[src/amcd_pkg.sv]
`timescale 1ns / 1ps
package amcd_pkg;
	localparam logic [9:0] DARK_SUM_RESET = 10'd765;
	localparam logic [23:0] WHITE_RGB = 24'hffffff;
	localparam logic [23:0] BLACK_RGB = 24'h000000;
	localparam logic [6:0] SIZE_RESET = 7'd16;
	localparam logic [0:0] REG_WIDTH = 1'b0;
	localparam logic [0:0] REG_HEIGHT = 1'b1;

	// 2x2 ordered dither threshold, indexed by x&1, y&1
	function automatic logic [1:0] dither_thr(input logic xb, input logic yb);
		logic [1:0] t;
		case ({xb, yb})
			2'b00: t = 2'd0;
			2'b01: t = 2'd2;
			2'b10: t = 2'd3;
			default: t = 2'd1;
		endcase
		return t;
	endfunction

	// up to 3 * 255^2, needs 18 bits
	function automatic logic [17:0] sq_dist(input logic [23:0] p, input logic [23:0] c);
		logic [17:0] s;
		logic [7:0] d;
		s = '0;
		for (int k = 0; k < 3; k++) begin
			d = (p[8*k +: 8] > c[8*k +: 8]) ? p[8*k +: 8] - c[8*k +: 8]
				: c[8*k +: 8] - p[8*k +: 8];
			s = s + 18'(d) * 18'(d);
		end
		return s;
	endfunction

	typedef struct packed {
		logic [23:0] dark;
		logic [23:0] bright;
		logic [6:0] rows;
		logic [6:0] cols;
	} job_t;
endpackage

[src/amcd_if.sv]
`timescale 1ns / 1ps
interface amcd_pix_if;
	logic valid;
	logic ready;
	logic [31:0] argb_pixel;
	modport source (output valid, output argb_pixel, input ready);
	modport sink (input valid, input argb_pixel, output ready);
endinterface


[src/amcd_front.sv]
`timescale 1ns / 1ps
// Loads pixels into the store, tracks extreme colours, hands off a job per image.
module amcd_front #(
	parameter int MAX_WIDTH = 64,
	parameter int MAX_HEIGHT = 64
) (
	input logic clk,
	input logic arst_n,
	amcd_pix_if.sink pix,
	input logic [6:0] image_width,
	input logic [6:0] image_height,
	input logic restart,
	input logic job_full,
	output logic job_push,
	output amcd_pkg::job_t job,
	output logic we,
	output logic [$clog2(MAX_WIDTH*MAX_HEIGHT)-1:0] waddr,
	output logic [31:0] wdata
);
	localparam int AW = $clog2(MAX_WIDTH*MAX_HEIGHT);
	logic [AW:0] count_q;
	logic [9:0] bsum_q, dsum_q;
	logic [23:0] brgb_q, drgb_q;
	logic [6:0] w, h;
	logic [AW:0] total;
	logic [9:0] sum;
	logic acc, last;
	logic [9:0] nbsum, ndsum;
	logic [23:0] nbrgb, ndrgb;

	assign w = (image_width == 7'd0) ? 7'd1
		: (image_width > 7'(MAX_WIDTH)) ? 7'(MAX_WIDTH) : image_width;
	assign h = (image_height == 7'd0) ? 7'd1
		: (image_height > 7'(MAX_HEIGHT)) ? 7'(MAX_HEIGHT) : image_height;
	assign total = (AW+1)'(w * h);
	assign sum = 10'(pix.argb_pixel[23:16]) + 10'(pix.argb_pixel[15:8])
		+ 10'(pix.argb_pixel[7:0]);

	// stall while the job slot holds a finished image
	assign pix.ready = !job_full;
	assign acc = pix.valid && pix.ready;
	assign last = (count_q + 1'b1) == total;

	always_comb begin
		nbsum = bsum_q; nbrgb = brgb_q; ndsum = dsum_q; ndrgb = drgb_q;
		if (pix.argb_pixel[31:24] != 8'd0) begin
			if (sum > bsum_q) begin
				nbsum = sum; nbrgb = pix.argb_pixel[23:0];
			end
			if (sum < dsum_q) begin
				ndsum = sum; ndrgb = pix.argb_pixel[23:0];
			end
		end
	end

	assign we = acc;
	assign waddr = count_q[AW-1:0];
	assign wdata = pix.argb_pixel;
	assign job_push = acc && last;
	assign job = '{dark: ndrgb, bright: nbrgb, rows: h, cols: w};

	always_ff @(posedge clk or negedge arst_n) begin
		if (!arst_n) begin
			count_q <= '0;
			bsum_q <= '0;
			dsum_q <= amcd_pkg::DARK_SUM_RESET;
			brgb_q <= amcd_pkg::WHITE_RGB;
			drgb_q <= amcd_pkg::BLACK_RGB;
		end else if (restart || (acc && last)) begin
			count_q <= '0;
			bsum_q <= '0;
			dsum_q <= amcd_pkg::DARK_SUM_RESET;
			brgb_q <= amcd_pkg::WHITE_RGB;
			drgb_q <= amcd_pkg::BLACK_RGB;
		end else if (acc) begin
			count_q <= count_q + 1'b1;
			bsum_q <= nbsum; brgb_q <= nbrgb;
			dsum_q <= ndsum; drgb_q <= ndrgb;
		end
	end

	assert property (@(posedge clk) disable iff (!arst_n) job_push |-> we);
	assert property (@(posedge clk) disable iff (!arst_n)
		job_push |=> count_q == '0);
	assert property (@(posedge clk) disable iff (!arst_n) count_q < total || restart
		|| $past(restart) || $changed(total));
endmodule

[src/flat_wrapper.sv]
// flat-port wrapper written by rule: the top's interface ports become plain ports
module amcd_front_flat 
#(
	parameter int MAX_WIDTH = 64,
	parameter int MAX_HEIGHT = 64
)
  (clk, arst_n, image_width, image_height, restart, job_full, job_push, job, we, waddr, wdata, pix_valid, pix_argb_pixel, pix_ready);
  amcd_pix_if pix_i ();
  input logic clk;
  input logic arst_n;
  input logic [6:0] image_width;
  input logic [6:0] image_height;
  input logic restart;
  input logic job_full;
  output logic job_push;
  output amcd_pkg::job_t job;
  output logic we;
  output logic [$clog2(MAX_WIDTH*MAX_HEIGHT)-1:0] waddr;
  output logic [31:0] wdata;
  input wire logic [$bits(pix_i.valid)-1:0] pix_valid;
  input wire logic [$bits(pix_i.argb_pixel)-1:0] pix_argb_pixel;
  output wire logic [$bits(pix_i.ready)-1:0] pix_ready;
  assign pix_i.valid = pix_valid;
  assign pix_i.argb_pixel = pix_argb_pixel;
  assign pix_ready = pix_i.ready;
  amcd_front #(.MAX_WIDTH(MAX_WIDTH), .MAX_HEIGHT(MAX_HEIGHT)) u_core (.clk(clk), .arst_n(arst_n), .pix(pix_i), .image_width(image_width), .image_height(image_height), .restart(restart), .job_full(job_full), .job_push(job_push), .job(job), .we(we), .waddr(waddr), .wdata(wdata));
endmodule
[config.mk]
export PLATFORM = sky130hd
export DESIGN_NAME = amcd_front_flat
export DESIGN_NICKNAME = d
export VERILOG_FILES = /design/src/amcd_pkg.sv /design/src/amcd_if.sv /design/src/amcd_front.sv /design/src/flat_wrapper.sv
export SDC_FILE = /design/constraint.sdc
export NUM_CORES = 1
export LEC_CHECK = 0
export ABC_AREA = 1
export BUFFER_PORTS_ARGS = -buffer_cell sky130_fd_sc_hd__buf_2
export CORE_AREA = 2 2 129 131
export DETAILED_ROUTE_END_ITERATION = 8
export DIE_AREA = 0 0 131 133
export PLACE_DENSITY_LB_ADDON = 0.2
export SLEW_MARGIN = 20
export SYNTH_ARGS = -nofsm -noshare
export SYNTH_HDL_FRONTEND = slang
export SYNTH_SLANG_ARGS = --single-unit
[constraint.sdc]
create_clock -name clk -period 5.33 [get_ports clk]
set_clock_uncertainty 0.15 [all_clocks]
set_input_delay 0.2665 -clock clk [delete_from_list [all_inputs] [get_ports clk]]
set_output_delay 0.2665 -clock clk [all_outputs]
set_load 0.02 [all_outputs]
==> run metrics <==
# IOs=160; commonest cells after routing, fill and taps aside=nand2_1 (342), inv_1 (189), buf_2 (154); Max VDD drop=267 µV; crit path capture type=primary output; final wirelength=20.0 mm; DR WL/cell=13.0 µm; Seq pwr share=22.6%; Psw=1.64 mW; largest net degree at the start of global routing=75; WS Path Type=in -> out; Synth-to-Final Area Change=15.0%; H-tree levels=3; drt via density=5.00; Max Cap Viol=0; Place WS=-0.0410 ns; placed cell area=8730 µm²; slowest CP cell=fa_1; clk slew on worst S/H paths=0.07 ns; Int Power=1.75 mW; buffers added on ports=159; GP Congestion=0.894; # fillers=1,618; Die Y=133 µm; ratio of cells with drive above 1 in the final layout=20.2%; Final nets=1,454; Clock Tree Buf Depth=2; Yosys cell types=38; post-layout util=56.4%; FF-to-FF path depth=15; crit start category=input port; Tmin final=5.05 ns; final cell count without fillers=1,537; Comb power frac=58.5%; initial antenna violation count=0; Finished Cell Area=9130 µm²; Mapped Area=7940 µm²; Worst path most repeated cell=nand2_1; synth top area cells=nand2_1 (16%), dfrtp_1 (15%), dfstp_2 (11%); Crit path largest cell delay=0.54 ns; post-synth top area cell=nand2_1; Remaining Overflow, GRT=0; Power per Cell Area=371 nW/µm²; WHS Path Cells=3; Max Slew Vio Count=0; post-route ant nets=0; cts bufs inserted=9; Tot Pwr=3.39 mW; Core Area=16,200 µm²; leakage=5.06 nW; Clock Latency Late Sink=0.35 ns; Synth warnings=0; Final Hold Fails=0; placed insts=1,520; slew margin rel.=36.2%; Starting DRT DRC Count=467; Final period util=94.8%; Yosys reg bits=81; post-synthesis instance total=1,193; Fmax=198 MHz; Max FO, Critical Path=4; final setup margin=0.275 ns; critical path data arrival time=4.64 ns; worst hold slack=0.0781 ns; antenna cells=0; Vias=7,682; die area=17,400 µm²; Root Driver=clkbuf_16; area fraction of the dominant cell type after synthesis=16.3%; clock sink total=81; # DRC=0; WP depth=25; Seq/Total Area, Yosys=26.0%; switching share of power=48.4%; final setup fails=0; TNS Setup=0 ns; Worst Max-Slew Pin Slew=0.956 ns; RSZ-0062 raised after global routing=yes; syn_area_per_cell=6.65 µm²; CP delay by family, top=adder cells; clock share of power=18.8%; hpwl dp=15.6 mm; vias in the first global route=6,977; first-pass GRT wire length=33.0 mm; Pre-antenna DRT Iters=5; Hold Crit Class=in -> reg; Initial Utilization=49.1%; Buf/Inv on CP=5; site row count=47; Die Wd=131 µm; Syn Nets=1,335; WP data required=4.91 ns; status=finished, final reports clean; commonest non-fill, non-tap cell in the layout=nand2_1; CTS tree=built; global-route usage over all layers=23.7%
## kinds of logic (layout without fill, tap and decap cells)
| family | count (synthesis) | in the layout | synth area share, % |
|---|---|---|---|
| adder cells (fa/ha/maj) | 91 | 91 | 16.7 |
| XOR/XNOR | 16 | 16 | 1.77 |
| flip-flops | 81 | 81 | 26.0 |
| buffers and inverters | 279 | 403 | 15.9 |
| AND/OR/NAND/NOR | 563 | 563 | 28.9 |
| AO/OA/AOI/OAI | 163 | 163 | 10.7 |
## synthesized netlist by cell type
library cell  count
o31ai_1           1
inv_1           192
clkbuf_1         18
dfrtp_1          49
dfstp_2          32
nor3_1           19
or2_1             1
o211ai_1          1
a211oi_1          1
o21bai_1          3
buf_4            48
nand3b_1          4
fa_1             25
or2_2             1
a21oi_1          46
a21o_1            3
xor2_1            9
inv_2             6
nand4_1          13
nor4_1            2
buf_6             3
o21ai_1           1
nand2_4           1
buf_2             9
buf_1             1
nor2_2            3
o21a_1            1
ha_1             66
xnor2_1           7
o21ai_2           1
o21ai_0         103
o311ai_0          2
nand3_1          57
nand2_1         344
nor2_1          116
clkinv_1          2
nand2_2           1
nor2_4            1
## path summary, 6_finish.rpt
| kind | start | slack (ns) | endpoint |
|---|---|---|---|
| setup reg to reg | u_core.count_q[0] | 2.45 | u_core.drgb_q[0] |
| max in group asynchronous | arst_n | 3.72 | u_core.bsum_q[8] |
| hold reg to reg | u_core.dsum_q[5] | 0.35 | u_core.dsum_q[5] |
| hold / removal | pix_argb_pixel[12] | 0.08 | u_core.drgb_q[12] |
| setup / recovery | image_height[2] | 0.28 | job_push |
| min in group asynchronous | arst_n | 0.14 | u_core.count_q[4] |
## power groups by stage
| stage | registers [mW] | clock network (mW) | logic (mW) |
|---|---|---|---|
| after floorplan | 0.763 | 0 | 1.34 |
| after global placement | 0.772 | 0 | 1.92 |
| after detailed placement | 0.774 | 0 | 1.94 |
| after CTS | 0.765 | 0.653 | 1.95 |
| after global routing | 0.777 | 0.675 | 2.22 |
| final | 0.766 | 0.639 | 1.98 |
## worst min-delay path: stages
cell and delay [ns]:
buf_2 0.12, nor2_1 0.10, nor3_1 0.05
## cell type report
class	count	area [µm²]	share of cell area, %
clock buffer	10	250	2.74
clock inverter	6	56.3	0.617
inverter	200	751	8.22
multi-input combinational	833	4680	51.3
sequential	81	2070	22.6
tap	220	275	3.02
timing repair buffer	187	1050	11.5
## sequential cells by signal, indices dropped and copies added, names as in the netlist
signal and count:
u_core.bsum_q 10, u_core.dsum_q 10, u_core.count_q 13, u_core.brgb_q 24, u_core.drgb_q 24
## timing repair
action                                  CTS  global route
resized for setup                         0            30
endpoints found under the setup margin    0            91
buffers inserted                          0             0
endpoints found under the hold margin     7             0
hold buffers                              1             0
## layer usage
| metal | routed length (µm) | GRT usage [%] | vias up |
|---|---|---|---|
| li1 | - | - | 3926 |
| met1 | 9090 | 32.3 | 3534 |
| met2 | 9500 | 38.8 | 193 |
| met3 | 970 | 3.11 | 29 |
| met4 | 437 | 7.39 | 0 |
| met5 | 0 | 0 | - |
(Power assumes the default switching activity.)
