==> src/amcd_pkg.sv <==
`timescale 1ns / 1ps
package amcd_pkg;
	localparam logic [9:0] DARK_SUM_RESET = 10'd765;
	localparam logic [23:0] WHITE_RGB = 24'hffffff;
	localparam logic [23:0] BLACK_RGB = 24'h000000;
	localparam logic [6:0] SIZE_RESET = 7'd16;
	localparam logic [0:0] REG_WIDTH = 1'b0;
	localparam logic [0:0] REG_HEIGHT = 1'b1;

	// 2x2 ordered dither threshold, indexed by x&1, y&1
	function automatic logic [1:0] dither_thr(input logic xb, input logic yb);
		logic [1:0] t;
		case ({xb, yb})
			2'b00: t = 2'd0;
			2'b01: t = 2'd2;
			2'b10: t = 2'd3;
			default: t = 2'd1;
		endcase
		return t;
	endfunction

	// up to 3 * 255^2, needs 18 bits
	function automatic logic [17:0] sq_dist(input logic [23:0] p, input logic [23:0] c);
		logic [17:0] s;
		logic [7:0] d;
		s = '0;
		for (int k = 0; k < 3; k++) begin
			d = (p[8*k +: 8] > c[8*k +: 8]) ? p[8*k +: 8] - c[8*k +: 8]
				: c[8*k +: 8] - p[8*k +: 8];
			s = s + 18'(d) * 18'(d);
		end
		return s;
	endfunction

	typedef struct packed {
		logic [23:0] dark;
		logic [23:0] bright;
		logic [6:0] rows;
		logic [6:0] cols;
	} job_t;
endpackage

==> src/amcd_if.sv <==


interface amcd_row_if;
	logic valid;
	logic ready;
	logic [63:0] shape_row;
	logic [63:0] mask_row;
	logic [23:0] fore_color;
	logic [23:0] back_color;
	logic last_row;
	modport source (output valid, output shape_row, output mask_row, output fore_color,
		output back_color, output last_row, input ready);
	modport sink (input valid, input shape_row, input mask_row, input fore_color,
		input back_color, input last_row, output ready);
endinterface

==> src/amcd_div.sv <==
`timescale 1ns / 1ps
// Restoring divider, one quotient bit per cycle. q = num / den, num < 2^26.
module amcd_div (
	input logic clk,
	input logic arst_n,
	input logic start,
	input logic [25:0] num,
	input logic [18:0] den,
	output logic busy,
	output logic done,
	output logic [25:0] quot
);
	logic [4:0] cnt_q;
	logic [18:0] rem_q;
	logic [25:0] q_q;
	logic [18:0] den_q;
	logic run_q;
	logic done_q;
	logic [19:0] trial;
	logic [19:0] shifted;

	assign shifted = {rem_q, q_q[25]};
	assign trial = shifted - {1'b0, den_q};

	always_ff @(posedge clk or negedge arst_n) begin
		if (!arst_n) begin
			run_q <= 1'b0;
			done_q <= 1'b0;
			cnt_q <= '0;
		end else begin
			done_q <= 1'b0;
			if (start) begin
				run_q <= 1'b1;
				cnt_q <= 5'd25;
			end else if (run_q) begin
				if (cnt_q == 5'd0) begin
					run_q <= 1'b0;
					done_q <= 1'b1;
				end else begin
					cnt_q <= cnt_q - 5'd1;
				end
			end
		end
	end

	always_ff @(posedge clk) begin
		if (start) begin
			rem_q <= '0;
			q_q <= num;
			den_q <= den;
		end else if (run_q) begin
			if (!trial[19]) begin
				rem_q <= trial[18:0];
				q_q <= {q_q[24:0], 1'b1};
			end else begin
				rem_q <= shifted[18:0];
				q_q <= {q_q[24:0], 1'b0};
			end
		end
	end

	assign busy = run_q;
	assign done = done_q;
	assign quot = q_q;
endmodule

==> src/amcd_back.sv <==
`timescale 1ns / 1ps
// Walks the store row by row; one pixel per divide, a row result per image row.
module amcd_back #(
	parameter int MAX_WIDTH = 64,
	parameter int MAX_HEIGHT = 64
) (
	input logic clk,
	input logic arst_n,
	input logic job_valid,
	input amcd_pkg::job_t job,
	output logic job_pop,
	output logic [$clog2(MAX_WIDTH*MAX_HEIGHT)-1:0] raddr,
	input logic [31:0] rdata,
	amcd_row_if.source row
);
	localparam int AW = $clog2(MAX_WIDTH*MAX_HEIGHT);
	localparam logic [2:0] ST_IDLE = 3'd0, ST_READ = 3'd1, ST_WAIT = 3'd2,
		ST_DIV = 3'd3, ST_OUT = 3'd4;
	logic [2:0] st_q;
	logic [6:0] x_q, y_q;
	logic [AW-1:0] addr_q;
	logic [63:0] shape_q, mask_q;
	logic [31:0] pix_q;
	logic [1:0] thr;
	logic [17:0] d1, d2;
	logic [18:0] den;
	logic start, dbusy, ddone, sbit, mbit;
	logic [25:0] quot;
	logic [7:0] qv;
	logic [10:0] v5;

	assign thr = amcd_pkg::dither_thr(x_q[0], y_q[0]);
	assign d1 = amcd_pkg::sq_dist(pix_q[23:0], job.dark);
	assign d2 = amcd_pkg::sq_dist(pix_q[23:0], job.bright);
	assign den = 19'(d1) + 19'(d2);
	assign start = (st_q == ST_DIV) && !dbusy && !ddone && den != 19'd0;

	amcd_div u_div (.clk(clk), .arst_n(arst_n), .start(start),
		.num(26'(d2) * 26'd255), .den(den), .busy(dbusy), .done(ddone), .quot(quot));

	assign qv = quot[7:0];
	assign v5 = 11'(qv) * 11'd5;
	assign sbit = (den != 19'd0) && ddone && (v5[10:8] > 3'(thr));
	assign mbit = 3'((11'(pix_q[31:24]) * 11'd5) >> 8) > 3'(thr);

	assign raddr = addr_q;
	assign row.valid = st_q == ST_OUT;
	assign row.shape_row = shape_q;
	assign row.mask_row = mask_q;
	assign row.fore_color = job.dark;
	assign row.back_color = job.bright;
	assign row.last_row = (y_q + 7'd1) == job.rows;
	assign job_pop = row.valid && row.ready && row.last_row;

	always_ff @(posedge clk or negedge arst_n) begin
		if (!arst_n) begin
			st_q <= ST_IDLE;
			x_q <= '0; y_q <= '0; addr_q <= '0;
		end else begin
			unique case (st_q)
				ST_IDLE: if (job_valid) begin
					st_q <= ST_READ; x_q <= '0; y_q <= '0; addr_q <= '0;
				end
				ST_READ: st_q <= ST_WAIT;
				ST_WAIT: st_q <= ST_DIV;
				ST_DIV: if (den == 19'd0 || ddone) begin
					addr_q <= addr_q + 1'b1;
					if (x_q + 7'd1 == job.cols) begin
						st_q <= ST_OUT;
					end else begin
						x_q <= x_q + 7'd1; st_q <= ST_READ;
					end
				end
				ST_OUT: if (row.ready) begin
					x_q <= '0; y_q <= y_q + 7'd1;
					st_q <= row.last_row ? ST_IDLE : ST_READ;
				end
				default: st_q <= ST_IDLE;
			endcase
		end
	end

	always_ff @(posedge clk) begin
		if (st_q == ST_WAIT) begin
			pix_q <= rdata;
		end
		if (st_q == ST_READ && x_q == 7'd0) begin
			shape_q <= '0; mask_q <= '0;
		end
		if (st_q == ST_DIV && (den == 19'd0 || ddone)) begin
			shape_q[x_q[5:0]] <= sbit;
			mask_q[x_q[5:0]] <= mbit;
		end
	end

	assert property (@(posedge clk) disable iff (!arst_n) row.valid |-> job_valid);
	assert property (@(posedge clk) disable iff (!arst_n) start |-> !dbusy);
	assert property (@(posedge clk) disable iff (!arst_n)
		(row.valid && !row.ready) |=> row.valid);
endmodule

==> src/flat_wrapper.sv <==
// flat-port wrapper written by rule: the top's interface ports become plain ports
module amcd_back_flat 
#(
	parameter int MAX_WIDTH = 64,
	parameter int MAX_HEIGHT = 64
)
  (clk, arst_n, job_valid, job, job_pop, raddr, rdata, row_valid, row_shape_row, row_mask_row, row_fore_color, row_back_color, row_last_row, row_ready);
  amcd_row_if row_i ();
  input logic clk;
  input logic arst_n;
  input logic job_valid;
  input amcd_pkg::job_t job;
  output logic job_pop;
  output logic [$clog2(MAX_WIDTH*MAX_HEIGHT)-1:0] raddr;
  input logic [31:0] rdata;
  output wire logic [$bits(row_i.valid)-1:0] row_valid;
  output wire logic [$bits(row_i.shape_row)-1:0] row_shape_row;
  output wire logic [$bits(row_i.mask_row)-1:0] row_mask_row;
  output wire logic [$bits(row_i.fore_color)-1:0] row_fore_color;
  output wire logic [$bits(row_i.back_color)-1:0] row_back_color;
  output wire logic [$bits(row_i.last_row)-1:0] row_last_row;
  input wire logic [$bits(row_i.ready)-1:0] row_ready;
  assign row_valid = row_i.valid;
  assign row_shape_row = row_i.shape_row;
  assign row_mask_row = row_i.mask_row;
  assign row_fore_color = row_i.fore_color;
  assign row_back_color = row_i.back_color;
  assign row_last_row = row_i.last_row;
  assign row_i.ready = row_ready;
  amcd_back #(.MAX_WIDTH(MAX_WIDTH), .MAX_HEIGHT(MAX_HEIGHT)) u_core (.clk(clk), .arst_n(arst_n), .job_valid(job_valid), .job(job), .job_pop(job_pop), .raddr(raddr), .rdata(rdata), .row(row_i));
endmodule
==> config.mk <==
export PLATFORM = sky130hd
export DESIGN_NAME = amcd_back_flat
export DESIGN_NICKNAME = d
export VERILOG_FILES = /design/src/amcd_pkg.sv /design/src/amcd_if.sv /design/src/amcd_div.sv /design/src/amcd_back.sv /design/src/flat_wrapper.sv
export SDC_FILE = /design/constraint.sdc
export NUM_CORES = 2
export LEC_CHECK = 0
export ABC_CLOCK_PERIOD_IN_PS = 19700
export BUFFER_PORTS_ARGS = -buffer_cell sky130_fd_sc_hd__clkbuf_2
export CORE_ASPECT_RATIO = 1.75
export CORE_MARGIN = 4
export CORE_UTILIZATION = 52
export DETAILED_ROUTE_END_ITERATION = 6
export GPL_TIMING_DRIVEN = 0
export PLACE_DENSITY = 0.71
export SETUP_SLACK_MARGIN = 0.05
export SLEW_MARGIN = 20
export SYNTH_ARGS = -nofsm -noshare
export SYNTH_HDL_FRONTEND = slang
export SYNTH_SLANG_ARGS = --single-unit
export TNS_END_PERCENT = 30
==> constraint.sdc <==
create_clock -name clk -period 19.7 [get_ports clk]
set_input_delay 3.94 -clock clk [delete_from_list [all_inputs] [get_ports clk]]
set_output_delay 3.94 -clock clk [all_outputs]
set_load 0.03 [all_outputs]
==> results.py <==
metrics = {
    "outcome": {
        "status": "finished clean",
    },
    "sta": {
        "slew_headroom_pct": 20.9,
        "timing.hold.ws_ns": 0.457,
        "worst_slew_pin_slew_ns": 1.18,
        "min_period_ns": 19.06,
        "fmax_ghz": 0.0525,
        "slew_violations": 0,
        "skew_ns": 0.0272,
        "finalCritPeriodShare_pct": 96.7,
        "rsz0062_at_grt": "true",
        "setup_ws_ns": 0.645,
        "finalSetupViolCount": 0,
        "finalHoldViolCount": 0,
        "finalSetupTns_ns": 0,
    },
    "cts": {
        "max-clock-path-buffers": 3,
        "numCtsBuffers": 27,
        "path_clk_slew_ns": 0.06,
        "htree_levels": 1,
        "cts-root-buf": "clkbuf_16",
        "clkSinkCount": 260,
        "clk_latency_ns": 0.58,
        "cts_tree": "done",
    },
    "critical_path": {
        "cp_data_arrival_time_ns": 19.36,
        "cp_slowest_stage_delay_ns": 0.93,
        "r2r_start": "u_core.pix_q[8]",
        "crit_required_ns": 20.01,
        "cp-end-kind": "flop",
        "critPathSlowestCell": "xnor2_1",
        "crit_fanout": 10,
        "crit_start": "job[22]",
        "path_common_cell": "fa_1",
        "start_kind": "input pin",
        "critPathKind": "input pin to flop",
    },
    "route": {
        "dr_wl_met2_um": 46500,
        "dr.pass1.iters": 5,
        "routedWlPerCell_um": 17.9,
        "postRouteAntennaNets": 0,
        "drcViolationCount": 0,
        "dr.max_layer_used": "met4",
        "m1WireLength_um": 27300,
        "viasPerCell": 5.44,
        "dr_total_vias": 25412,
        "wirelength_um": 83600,
        "dr_wl_met3_um": 3360,
        "drt_iter0_drc": 1165,
    },
    "logic_synthesis": {
        "netlist_instances": 3531,
        "ys_ff_latch": 260,
        "synthFlopType": "dfxtp_1",
        "synth_most_common_cell": "inv_1",
        "synth_nets": 4344,
        "synth_edf_count": 77,
        "synth_commonest_cells": "inv_1, ha_1, fa_1, nand2_1, nor2_1",
        "yosysSeqAreaShare_pct": 19.2,
        "ys_async_sr_fraction_pct": 13.8,
        "synthDistinctLibCells": 93,
        "synth_top_area_cell": "fa_1",
        "syn_area_per_cell_um2": 9.09,
        "yosys-top-cells-area": "fa_1, ha_1, dfxtp_1, inv_1, edfxtp_1",
        "synth.top_cell.area_share_pct": 19.2,
        "ys_warn_count": 0,
        "synth_area_um2": 32100,
    },
    "grt": {
        "grt_use_total_pct": 25.0,
        "grt_pass1_vias": 27025,
        "overflow": 0,
        "grt_max_degree": 37,
        "antenna_found_initial": 0,
        "grt_pass1_wl_um": 134000,
    },
    "final_layout": {
        "drive_gt1_share_pct": 13.7,
        "fin_nets": 4676,
        "final_area_um2": 35800,
        "antenna_cells": 0,
        "syn2layout_area_growth_pct": 11.5,
        "num-fill-cells": 5546,
    },
    "floorplanning": {
        "die_w_um": 196,
        "initial_core_util_pct": 52.5,
        "core_area_um2": 61100,
        "row_count": 120,
        "boundaryPins": 289,
        "dieArea_um2": 65900,
        "dieHeight_um": 337,
    },
    "placed_design": {
        "io_buffers": 288,
        "place_ws_ns": -1.18,
        "place_area_um2": 34600,
        "dp_hpwl_um": 72100,
        "gp_congestion": 0.989,
    },
    "hold_path": {
        "hold_path_class": "flop to flop",
        "min_from": "u_core.row.shape_row[39]",
    },
    "run": {
        "maxCapViolCount": 0,
    },
}
## cells by family (layout without fill, tap and decap cells)
kind of cell / count (synthesis) / count (layout) / synth area share [%]
AO/OA/AOI/OAI: 520 / 520 / 10.9
multiplexers: 219 / 219 / 7.05
adder cells (fa/ha/maj): 717 / 717 / 35.1
flip-flops: 260 / 260 / 19.2
AND/OR/NAND/NOR: 827 / 827 / 12.3
XOR/XNOR: 206 / 206 / 5.62
buffers and inverters: 782 / 1131 / 9.84
## critical path, delay by kind of cell
kind	cells	cell delay (ns)
AOI/OAI and AO/OA	17	3.27
muxes	1	0.29
adders and majority gates	19	8.31
xor gates and xnor gates	3	1.45
buffers and inverters	14	1.15
and+or+nand+nor	4	0.94
## final timing paths
| kind | to | cells after the start | slack, ns |
|---|---|---|---|
| max | u_core.u_div.quot[24] | 58 | 0.64 |
| min | u_core.row.shape_row[39] | 2 | 0.46 |
| max reg2reg | u_core.u_div.quot[24] | 58 | 3.60 |
| min reg2reg | u_core.row.shape_row[39] | 2 | 0.46 |
| max in group asynchronous | u_core.raddr[10] | 1 | 15.59 |
| min in group asynchronous | u_core.x_q[2] | 1 | 3.51 |
## metrics by stage
step / util, % / cells
after global routing: 58.6 / 4673
after floorplan: - / 3531
after detailed placement: 56.6 / 4617
after CTS: 58.1 / 4663
final: 58.6 / 4673
after global placement: 56.5 / 4612
## layout by cell type, fill, tap and decap left out, drive strengths merged, types with 10 or more instances in the layout
cell type / instances
a211o: 13
a211oi: 22
a21o: 58
a21oi: 149
a22o: 21
and2: 18
and3: 27
buf: 79
clkbuf: 399
dfrtp: 36
dfxtp: 147
edfxtp: 77
fa: 308
ha: 407
inv: 644
mux2: 56
mux2i: 163
nand2: 263
nand2b: 35
nand3: 38
nand4: 21
nor2: 235
nor2b: 26
nor3: 71
nor4: 15
o21a: 15
o21ai: 97
o21bai: 29
o22ai: 10
o31ai: 10
or2: 17
or3: 32
xnor2: 141
xor2: 65
## per-layer routing
| layer | vias up | track usage, % |
|---|---|---|
| li1 | 12264 | - |
| met1 | 12192 | 23.3 |
| met2 | 710 | 50.7 |
| met3 | 246 | 2.41 |
| met4 | 0 | 15.7 |
| met5 | - | 0 |
## registers in the layout, indices dropped and copies added (netlist names)
name / cells
u_core.pix_q: 32
u_core.raddr: 12
u_core.row.mask_row: 64
u_core.row.shape_row: 64
u_core.st_q: 3
u_core.u_div.busy: 1
u_core.u_div.cnt_q: 5
u_core.u_div.den_q: 19
u_core.u_div.done: 1
u_core.u_div.quot: 26
u_core.u_div.rem_q: 19
u_core.x_q: 7
u_core.y_q: 7
## timing repair
action | in CTS | in global routing
hold buffers | 0 | 0
hold endpoints to repair | 0 | 0
setup endpoints to repair | 67 | 235
cloned | 0 | 1
pin swaps | 0 | 3
setup buffers | 0 | 9
resized for setup | 7 | 41
## cell type report
| cell class | count | area, um2 | area share (%) |
|---|---|---|---|
| multi-input combinational | 2489 | 23000 | 64.3 |
| sequential | 260 | 6160 | 17.2 |
| inverter | 645 | 2430 | 6.78 |
| timing repair buffer | 302 | 1570 | 4.39 |
| tap | 793 | 992 | 2.77 |
| clock buffer | 39 | 818 | 2.29 |
| buffer | 137 | 748 | 2.09 |
| clock inverter | 7 | 43.8 | 0.122 |
| timing repair inverter | 1 | 7.51 | 0.0210 |
Power is not shown: default switching activity piles up to over one toggle a cycle in this logic, so the estimate is an artifact.
